--- config.mk ---
export PLATFORM = sky130hd
export DESIGN_NAME = cnt_seq
export DESIGN_NICKNAME = d
export VERILOG_FILES = /design/src/cnt_pkg.sv /design/src/cnt_seq.sv
export SDC_FILE = /design/constraint.sdc
export NUM_CORES = 2
export LEC_CHECK = 0
export ABC_AREA = 1
export BUFFER_PORTS_ARGS = -buffer_cell sky130_fd_sc_hd__buf_2
export CORE_MARGIN = 2
export CORE_UTILIZATION = 40
export DETAILED_ROUTE_END_ITERATION = 10
export HOLD_SLACK_MARGIN = 0.02
export MAX_ROUTING_LAYER = met4
export PLACE_DENSITY = 0.53
export SYNTH_ARGS = -nofsm -noshare
export SYNTH_HDL_FRONTEND = slang
export SYNTH_SLANG_ARGS = --single-unit
--- constraint.sdc ---
create_clock -name clk -period 7.95 [get_ports clk]
set_clock_uncertainty 0.05 [all_clocks]
set_input_delay 1.59 -clock clk [delete_from_list [all_inputs] [get_ports clk]]
set_output_delay 1.59 -clock clk [all_outputs]
set_load 0.02 [all_outputs]
--- src/cnt_pkg.sv ---
// Package for the Carmichael number test: the default width constant and
// the sequencer states. No dependencies.
package cnt_pkg;

	localparam int unsigned NumberWidthDef = 16;

	typedef enum logic [3:0] {
		ST_IDLE,
		ST_PRIME_DIV,
		ST_PRIME_NEXT,
		ST_BASE,
		ST_GCD,
		ST_POW_BASE,
		ST_POW_MUL,
		ST_POW_SQR,
		ST_POW_CHECK,
		ST_DONE
	} state_t;

endpackage

--- src/cnt_seq.sv ---
// Sequencer for the Carmichael test: trial division, Euclid gcd and
// square-and-multiply, all through cnt_mod_unit. Uses cnt_pkg.
module cnt_seq #(
	parameter int unsigned W = cnt_pkg::NumberWidthDef
) (
	input  logic                clk,
	input  logic                arst_n,
	input  logic                in_valid,
	input  logic [W-1:0]        in_n,
	output logic                in_stall,
	output logic                res_valid,
	input  logic                res_stall,
	output logic [W-1:0]        res_n,
	output logic                res_flag,
	output logic                mod_start,
	output logic [2*W-1:0]      mod_dividend,
	output logic [W-1:0]        mod_divisor,
	input  logic                mod_done,
	input  logic [W-1:0]        mod_rem
);
	import cnt_pkg::*;

	state_t         state_q, state_d;
	logic [W-1:0]   n_q;
	logic [W:0]     d_q;      // trial divisor, and base a
	logic [W-1:0]   x_q, y_q; // gcd operands
	logic [W-1:0]   b_q, acc_q;
	logic [W-1:0]   e_q;
	logic           flag_q;
	logic           out_v_q;
	logic           issued_q;
	logic [2*W+1:0] dsq;
	logic           done_fire;

	assign dsq = d_q * d_q;

	// A finished verdict moves into the result register once that register is
	// empty or its beat is being taken in the same cycle.
	assign done_fire = (state_q == ST_DONE) && (!out_v_q || !res_stall);

	always_ff @(posedge clk or negedge arst_n) begin
		if (!arst_n) begin
			state_q  <= ST_IDLE;
			out_v_q  <= 1'b0;
			issued_q <= 1'b0;
		end else begin
			state_q <= state_d;
			if (done_fire) out_v_q <= 1'b1;
			else if (res_valid && !res_stall) out_v_q <= 1'b0;
			if (mod_done) issued_q <= 1'b0;
			else if (mod_start) issued_q <= 1'b1;
		end
	end

	always_comb begin
		state_d      = state_q;
		mod_start    = 1'b0;
		mod_dividend = '0;
		mod_divisor  = n_q;
		case (state_q)
			ST_IDLE: if (in_valid) state_d = ST_PRIME_NEXT;
			ST_PRIME_NEXT: begin
				if (n_q < W'(2)) state_d = ST_DONE;
				else if (dsq > {{(W+2){1'b0}}, n_q}) state_d = ST_DONE;
				else state_d = ST_PRIME_DIV;
			end
			ST_PRIME_DIV: begin
				mod_start    = !issued_q;
				mod_dividend = {{W{1'b0}}, n_q};
				mod_divisor  = d_q[W-1:0];
				if (mod_done) state_d = (mod_rem == '0) ? ST_BASE : ST_PRIME_NEXT;
			end
			ST_BASE: begin
				if (d_q >= {1'b0, n_q}) state_d = ST_DONE;
				else if (!flag_q) state_d = ST_DONE;
				else state_d = ST_GCD;
			end
			ST_GCD: begin
				if (y_q == '0) state_d = (x_q == W'(1)) ? ST_POW_BASE : ST_BASE;
				else begin
					mod_start    = !issued_q;
					mod_dividend = {{W{1'b0}}, x_q};
					mod_divisor  = y_q;
				end
			end
			ST_POW_BASE: begin
				if (e_q == '0) state_d = ST_POW_CHECK;
				else if (e_q[0]) state_d = ST_POW_MUL;
				else state_d = ST_POW_SQR;
			end
			ST_POW_MUL: begin
				mod_start    = !issued_q;
				mod_dividend = acc_q * b_q;
				if (mod_done) state_d = ST_POW_SQR;
			end
			ST_POW_SQR: begin
				mod_start    = !issued_q;
				mod_dividend = b_q * b_q;
				if (mod_done) state_d = ST_POW_BASE;
			end
			ST_POW_CHECK: state_d = ST_BASE;
			ST_DONE: if (done_fire) state_d = ST_IDLE;
			default: state_d = ST_IDLE;
		endcase
	end

	always_ff @(posedge clk) begin
		case (state_q)
			ST_IDLE: if (in_valid) begin
				n_q    <= in_n;
				d_q    <= (W+1)'(2);
				flag_q <= 1'b0;
			end
			ST_PRIME_NEXT: if (dsq > {{(W+2){1'b0}}, n_q} && n_q >= W'(2)) flag_q <= 1'b0;
			ST_PRIME_DIV: if (mod_done) begin
				if (mod_rem == '0) begin
					flag_q <= 1'b1;
					d_q    <= (W+1)'(2);
				end else d_q <= d_q + 1'b1;
			end
			ST_BASE: begin
				x_q <= d_q[W-1:0];
				y_q <= n_q;
			end
			ST_GCD: begin
				if (y_q == '0 && x_q == W'(1)) begin
					b_q   <= d_q[W-1:0];
					e_q   <= n_q - 1'b1;
					acc_q <= W'(1);
				end else if (y_q == '0) d_q <= d_q + 1'b1;
				else if (mod_done) begin
					x_q <= y_q;
					y_q <= mod_rem;
				end
			end
			ST_POW_MUL: if (mod_done) acc_q <= mod_rem;
			ST_POW_SQR: if (mod_done) begin
				b_q <= mod_rem;
				e_q <= e_q >> 1;
			end
			ST_POW_CHECK: begin
				if (acc_q != W'(1)) flag_q <= 1'b0;
				d_q <= d_q + 1'b1;
			end
			ST_DONE: if (done_fire) begin
				res_n    <= n_q;
				res_flag <= flag_q;
			end
			default: ;
		endcase
	end

	assign in_stall  = (state_q != ST_IDLE);
	assign res_valid = out_v_q;

`ifndef ASSERT_OFF
	a_accept_idle: assert property (@(posedge clk) disable iff (!arst_n)
		in_valid && !in_stall |=> state_q == ST_PRIME_NEXT)
		else $error("accepted beat did not start a test");
	a_result_held: assert property (@(posedge clk) disable iff (!arst_n)
		res_valid && res_stall |=> res_valid)
		else $error("result dropped while stalled");
	a_done_sets_valid: assert property (@(posedge clk) disable iff (!arst_n)
		state_q == ST_DONE |=> res_valid)
		else $error("finished test produced no result");
`endif
endmodule

# Yosys cells after proc, flatten, opt, wreduce, memory -nomap -nowiden
# Cells that the tools add are included.
[op_classes] add_sub_neg=2 multipliers=3 n_lt_le_gt_ge=4 eq_ne=24 muxes=52 reduce_logical=29
[op_table] operator="2-to-1 mux 16 bit" count=12
[op_table] operator="one-hot mux 16 bit (2 select lines)" count=6
[op_table] operator="one-hot mux 32 bit (4 select lines)" count=1
[op_table] operator="2-to-1 mux 17 bit" count=5
[op_table] operator="one-hot mux 17 bit (4 select lines)" count=1
[op_table] operator="multiplier 16 x 16 -> 32 bit" count=2
[op_table] operator="zero test 16 bit" count=3
[op_table] operator="2-to-1 mux 4 bit" count=11
[op_table] operator="one-hot mux 4 bit (10 select lines)" count=1
[op_table] operator="> comparator 34 x 16 -> 1 bit" count=1
[op_table] operator="multiplier 17 x 17 -> 34 bit" count=1
[op_table] operator="!= test 2 bit, second input constant" count=13
[op_table] operator="adder 17 x 1 -> 17 bit, second input constant" count=1
[op_table] operator="greater-or-equal comparator 17 x 16 -> 1 bit" count=1
[op_table] operator="== test 16 x 1 -> 1 bit, second input constant" count=1
[op_table] operator="== test 4 x 3 -> 1 bit, second input constant" count=4
[op_table] operator="greater-or-equal comparator 16 x 2 -> 1 bit, second input constant" count=1
[op_table] operator="< comparator 16 x 2 -> 1 bit, second input constant" count=1
[op_table] operator="!= test 16 x 1 -> 1 bit, second input constant" count=1
[op_table] operator="subtractor 16 x 1 -> 16 bit, second input constant" count=1
[op_table] operator="2-to-1 mux 1 bit" count=12
[op_table] operator="AND reduction 6 bit" count=2
[op_table] operator="nonzero test 4 bit" count=3
[op_table] operator="nonzero test 2 bit" count=5
[op_table] operator="15 further kinds" count=24
[word_totals] register_bits=137 input_bits=37 out_inout_bits=68 word_cells=127

# Longest topological paths before layout
[depth] depth_word=5 ltp_mapped=38 depth_no_buf=36

# Worst setup path after synthesis
# Ideal clock, no wire load.
[synth_timing] path_kind="flip-flop to output port" startpoint="reg acc_q[12]" endpoint="out mod_dividend[29]" arrival_time_ns=5.778 required_ns=6.310 path_slack_ns=0.532 path_stages_with_launch=27 n_path_buf=2 cell_sequence="edfxtp_1 -> clkbuf_1 -> clkbuf_1 -> nand2_1 -> fa_1 -> inv_1 -> fa_1 -> inv_1 -> fa_1 -> inv_1 -> fa_1 -> inv_1 -> fa_1 -> inv_1 -> fa_1 -> ha_1 -> nand2_1 -> inv_1 -> a21oi_1 -> nand2_1 -> nand2_1 -> nand3_1 -> a21o_1 -> a21oi_1 -> nor2_1 -> or2_1 -> o21ai_1"
[synth_between] elab_chain_len=2
[synth_lines] item="from (decl)" line="cnt_seq.sv:27" text="logic [W-1:0] b_q, acc_q;"
[synth_lines] item="from (signal assigned)" line="cnt_seq.sv:136" text="ST_POW_MUL: if (mod_done) acc_q <= mod_rem;"
[synth_lines] item="multiplier 16 x 16 -> 32 bit" line="cnt_seq.sv:93" text="mod_dividend = acc_q * b_q;"
[synth_lines] item="one-hot mux 32 bit (4 select lines)" line="cnt_seq.sv:60" text="case (state_q)"
[synth_lines] item="to (decl)" line="cnt_seq.sv:16" text="output logic [2*W-1:0] mod_dividend,"
# Every way passes these cells.

# Worst setup path in the final report
[layout_timing] startpoint="reg b_q[9]" endpoint="out mod_dividend[19]"
[layout_between] elab_chain_len=2 word_cells_on_any_way=3 classes_between="2 x mul; 1 x mux"
[layout_lines] item="from (decl)" line="cnt_seq.sv:27"
[layout_lines] item="from (signal assigned)" line="cnt_seq.sv:127" text="b_q <= d_q[W-1:0];"
[layout_lines] item="from (signal assigned)" line="cnt_seq.sv:138" text="b_q <= mod_rem;"
[layout_lines] item="multiplier 16 x 16 -> 32 bit, on equally long branches" line="cnt_seq.sv:98, cnt_seq.sv:93"
[layout_lines] item="one-hot mux 32 bit (4 select lines) *" line="cnt_seq.sv:60"
# Mark *: on every way between the ends. The rest lies on a longest branch, timed or not.

==> metrics.log <==
INFO  metric status = finished with violations
INFO  metric violations = setup timing
INFO  metric worstReg2RegStart = d_q[4]
INFO  metric final_cycle_share = 100%
INFO  metric clock_sinks = roughly 140
INFO  metric drv_slew = 0
INFO  metric grt.met3_usage = 2.93%
INFO  metric synthToLayoutAreaGrowth = 15.2%
INFO  metric finish.utilization = between 40 and 50%
INFO  metric synthAdderAreaFrac = between 40% and 50%
INFO  metric drt_pre_antenna_iters = 5
INFO  metric critical_path_class = reg2out
INFO  metric groute.layer.met1.usage = between 30% and 40%
INFO  metric numCtsBuffers = 17
INFO  metric synthDominantCellAreaShare = ~34%
INFO  metric cts_htree_levels = 4
INFO  metric insertion_delay = around 430 ps
INFO  metric dp.final_hpwl = about 83,000 µm
INFO  metric clock_slew_seen_by_the_registers_of_the_worst_setup_and_hold_paths = around 70 ps
INFO  metric postSynth.topFlopCell = sky130_fd_sc_hd__edfxtp_1
INFO  metric overflow = 0
INFO  metric drv_cap = 0
INFO  metric timing.hold.worst_path_depth = 2
INFO  metric setup.worst_path.end_class = output pin
INFO  metric post_synth_edffs = 131
INFO  metric worst_hold_startpoint = issued_q
INFO  metric rsz0062_at_grt = yes
INFO  metric crit_arrival = 6350 ps
INFO  metric post-synth-top-area-cell = sky130_fd_sc_hd__fa_1
INFO  metric use_met2 = between 40% and 50%
INFO  metric die_y = around 290 µm
INFO  metric fp.dieW = just under 300 µm
INFO  metric fin_tns_setup = -37.9 ps
INFO  metric synth_top_family_by_area = adder cells
INFO  metric mappedNetlistArea = ~33,000 µm²
INFO  metric cp_max_fo = 5
INFO  metric clock-root-buffer = sky130_fd_sc_hd__clkbuf_16
INFO  metric diodes = 0
INFO  metric yosys.cell_count.top_type = sky130_fd_sc_hd__inv_1
INFO  metric placeableCoreArea = 80,800 µm²
INFO  metric cts-root-to-sink-buffers = 2
INFO  metric synth_top_cells_by_count = 1,204 x sky130_fd_sc_hd__inv_1, 962 x sky130_fd_sc_hd__nand2_1, 549 x sky130_fd_sc_hd__fa_1
INFO  metric worstRegToRegCells = 35
INFO  metric number_of_distinct_library_cells_after_synthesis = 50
INFO  metric smallest_setup_slack_after_layout = -37.9 ps
INFO  metric tritoncts = yes
INFO  metric route.final.wire_length = a little over 100,000 µm
INFO  metric synth-simple-area-share = between 10% and 20%
INFO  metric number_of_nets_with_antenna_violations_after_routing = 0
INFO  metric gr-max-usage-layer = met2
INFO  metric hold_ws = about 480 ps
INFO  metric timing.rr.end = flag_q
INFO  metric vias_per_cell = around 4.9
INFO  metric post-route-min-period = around 8000 ps
INFO  metric compound_gate_portion_of_the_synthesized_area = under 10%
INFO  metric initialDrtViolationCount = 1,643
INFO  metric drc = 0
INFO  metric place.gp.congestion = ~0.91
INFO  metric num_rows = 104
INFO  metric synthesis.area_per_instance = between 7 and 8 µm²
INFO  metric post-place-ws = between 150 and 200 ps
INFO  metric cpMaxStageDelayCell = sky130_fd_sc_hd__fa_2
INFO  metric boundaryPins = between 100 and 150
INFO  metric dr_total_vias = 26,700
INFO  metric initial_core_util = between 40 and 50%
INFO  metric design.final.nets = roughly 5,300
INFO  metric cts.hold.buffers_added = 0
INFO  metric grt_first_pass_wirelength = 157,000 µm
INFO  metric number_of_warnings_issued_by_yosys = 0
INFO  metric timing.final.setup_violations = 1
INFO  metric rrSetupSlack = about 500 ps
INFO  metric synth.area.mux_share = 0%
INFO  metric synth_seq_area_share = 12.5%
INFO  metric worst-slew-pin-transition = between 900 and 1000 ps
INFO  metric asyncSetResetFlopFracSynth = under 10%
INFO  metric grt_pass1_vias = 28,000
INFO  metric synth-xor-area-share = roughly 1.5%
INFO  metric largest_net_degree_at_the_start_of_global_routing = about 70
INFO  metric synthCells = about 4,200
INFO  metric routed_wire_length_per_instance = 18.6 µm
INFO  metric die_area = 84,100 µm²
INFO  metric io_buffer_count = 104
INFO  metric report.final.hold_viol_count = 0
INFO  metric synthesis.nets = between 5,000 and 6,000
INFO  metric ys_ff_latch = between 100 and 150
INFO  metric synth_area_leaders = sky130_fd_sc_hd__fa_1 34%, sky130_fd_sc_hd__inv_1 14%, sky130_fd_sc_hd__ha_1 13%
INFO  metric maxClockFrequency = ~130 MHz
INFO  metric worst_slew_margin_rel = a little under two fifths
INFO  metric cpPeakStageDelay = ~560 ps
INFO  metric globalRouteTotalUtil = between 20% and 30%
INFO  metric grt_antenna_before_repair = 0
INFO  metric hold-path-endpoint = issued_q
INFO  metric worst_path_most_repeated_cell = sky130_fd_sc_hd__inv_2
INFO  metric post_route_cells_drive_above_1_share = between 10% and 20%
INFO  metric crit_required = ~6300 ps
INFO  metric setup.worst_path.start_class = flop
INFO  metric hold_path.class = reg2reg
cell usage in the layout, fill, tap and decap left out, types with 9 or more instances in the layout:
master,n
sky130_fd_sc_hd__a21o_1,11
sky130_fd_sc_hd__a21oi_1,124
sky130_fd_sc_hd__a21oi_2,30
sky130_fd_sc_hd__a31oi_1,10
sky130_fd_sc_hd__buf_12,25
sky130_fd_sc_hd__buf_2,91
sky130_fd_sc_hd__buf_4,139
sky130_fd_sc_hd__buf_6,27
sky130_fd_sc_hd__clkbuf_16,23
sky130_fd_sc_hd__edfxtp_1,131
sky130_fd_sc_hd__fa_1,532
sky130_fd_sc_hd__fa_2,17
sky130_fd_sc_hd__ha_1,319
sky130_fd_sc_hd__ha_4,25
sky130_fd_sc_hd__inv_1,1173
sky130_fd_sc_hd__inv_2,38
sky130_fd_sc_hd__nand2_1,915
sky130_fd_sc_hd__nand2_2,45
sky130_fd_sc_hd__nand2_4,10
sky130_fd_sc_hd__nand3_1,67
sky130_fd_sc_hd__nand3_2,11
sky130_fd_sc_hd__nand3b_1,9
sky130_fd_sc_hd__nand4_1,27
sky130_fd_sc_hd__nor2_1,153
sky130_fd_sc_hd__nor2_2,14
sky130_fd_sc_hd__nor3_1,29
sky130_fd_sc_hd__nor4_1,18
sky130_fd_sc_hd__o21ai_0,118
sky130_fd_sc_hd__o21ai_1,17
sky130_fd_sc_hd__o21ai_2,16
sky130_fd_sc_hd__o21bai_1,9
sky130_fd_sc_hd__o221ai_1,20
sky130_fd_sc_hd__or2_2,12
sky130_fd_sc_hd__xnor2_1,20
sky130_fd_sc_hd__xor2_1,33
critical path: cells and delay by family (launching register included):
kind / cells / cell delay, ps
xor+xnor: 1 / 150
compound gates: 6 / 890
simple gates: 1 / 60
fa+ha+maj: 7 / 3220
flops: 1 / 440
buf+inv: 13 / 1140
area by class of cell:
cell class	instances	area, µm²
multi-input cells	2689	24600
fillers	8140	43100
clock buffers	17	425
clock inverters	15	176
repair buffers	290	2480
inverters	1214	4560
flip-flops and latches	137	4080
well taps	1060	1330
per-stage QoR:
stage | area, µm² | cells
floorplan | 32700 | 4184
global placement | 35200 | 5322
detailed placement | 35200 | 5322
CTS | 36400 | 5372
global route | 37700 | 5422
finish | 37700 | 5422
worst max path at each step:
stage | to | from | cells after the start
3_3_place_gp | mod_dividend[20] | b_q[2] | 29
5_1_grt | mod_dividend[29] | b_q[6] | 27
6_report | mod_dividend[19] | b_q[9] | 28
3_5_place_dp | mod_dividend[14] | b_q[2] | 26
2_1_floorplan | mod_dividend[29] | acc_q[12] | 26
4_1_cts | mod_dividend[29] | b_q[1] | 26
kinds of logic (layout without fill, tap and decap cells):
kind of cell | after synthesis | count (layout)
flip-flops | 137 | 137
AND/OR/NAND/NOR | 1344 | 1344
AO/OA/AOI/OAI | 394 | 394
buffers and inverters | 1358 | 1536
XOR/XNOR | 56 | 56
adder cells (fa/ha/maj) | 895 | 895
state kept, by name, summed over array words and instances, names as in the netlist:
| register | count |
|---|---|
| res_valid | 1 |
| x_q | 16 |
| e_q | 16 |
| n_q | 16 |
| state_q | 4 |
| y_q | 16 |
| flag_q | 1 |
| issued_q | 1 |
| res_flag | 1 |
| acc_q | 16 |
| res_n | 16 |
| b_q | 16 |
| d_q | 17 |
layer usage:
layer	part of all wire, %	vias to the layer above
met1	43	13100
met2	48	643
met3	5.2	171
met4	3.8	0
li1	-	12800
met5	0	-
repair_timing:
action,4_1_cts,5_1_grt
setup endpoints to repair,17,23
gates cloned,1,6
gates resized for setup,117,215
setup buffers,19,45
pin swaps,26,80
Power is left out: the tool's default activity adds up to more than one toggle a clock period on the data nets, which glitch-free logic cannot reach.
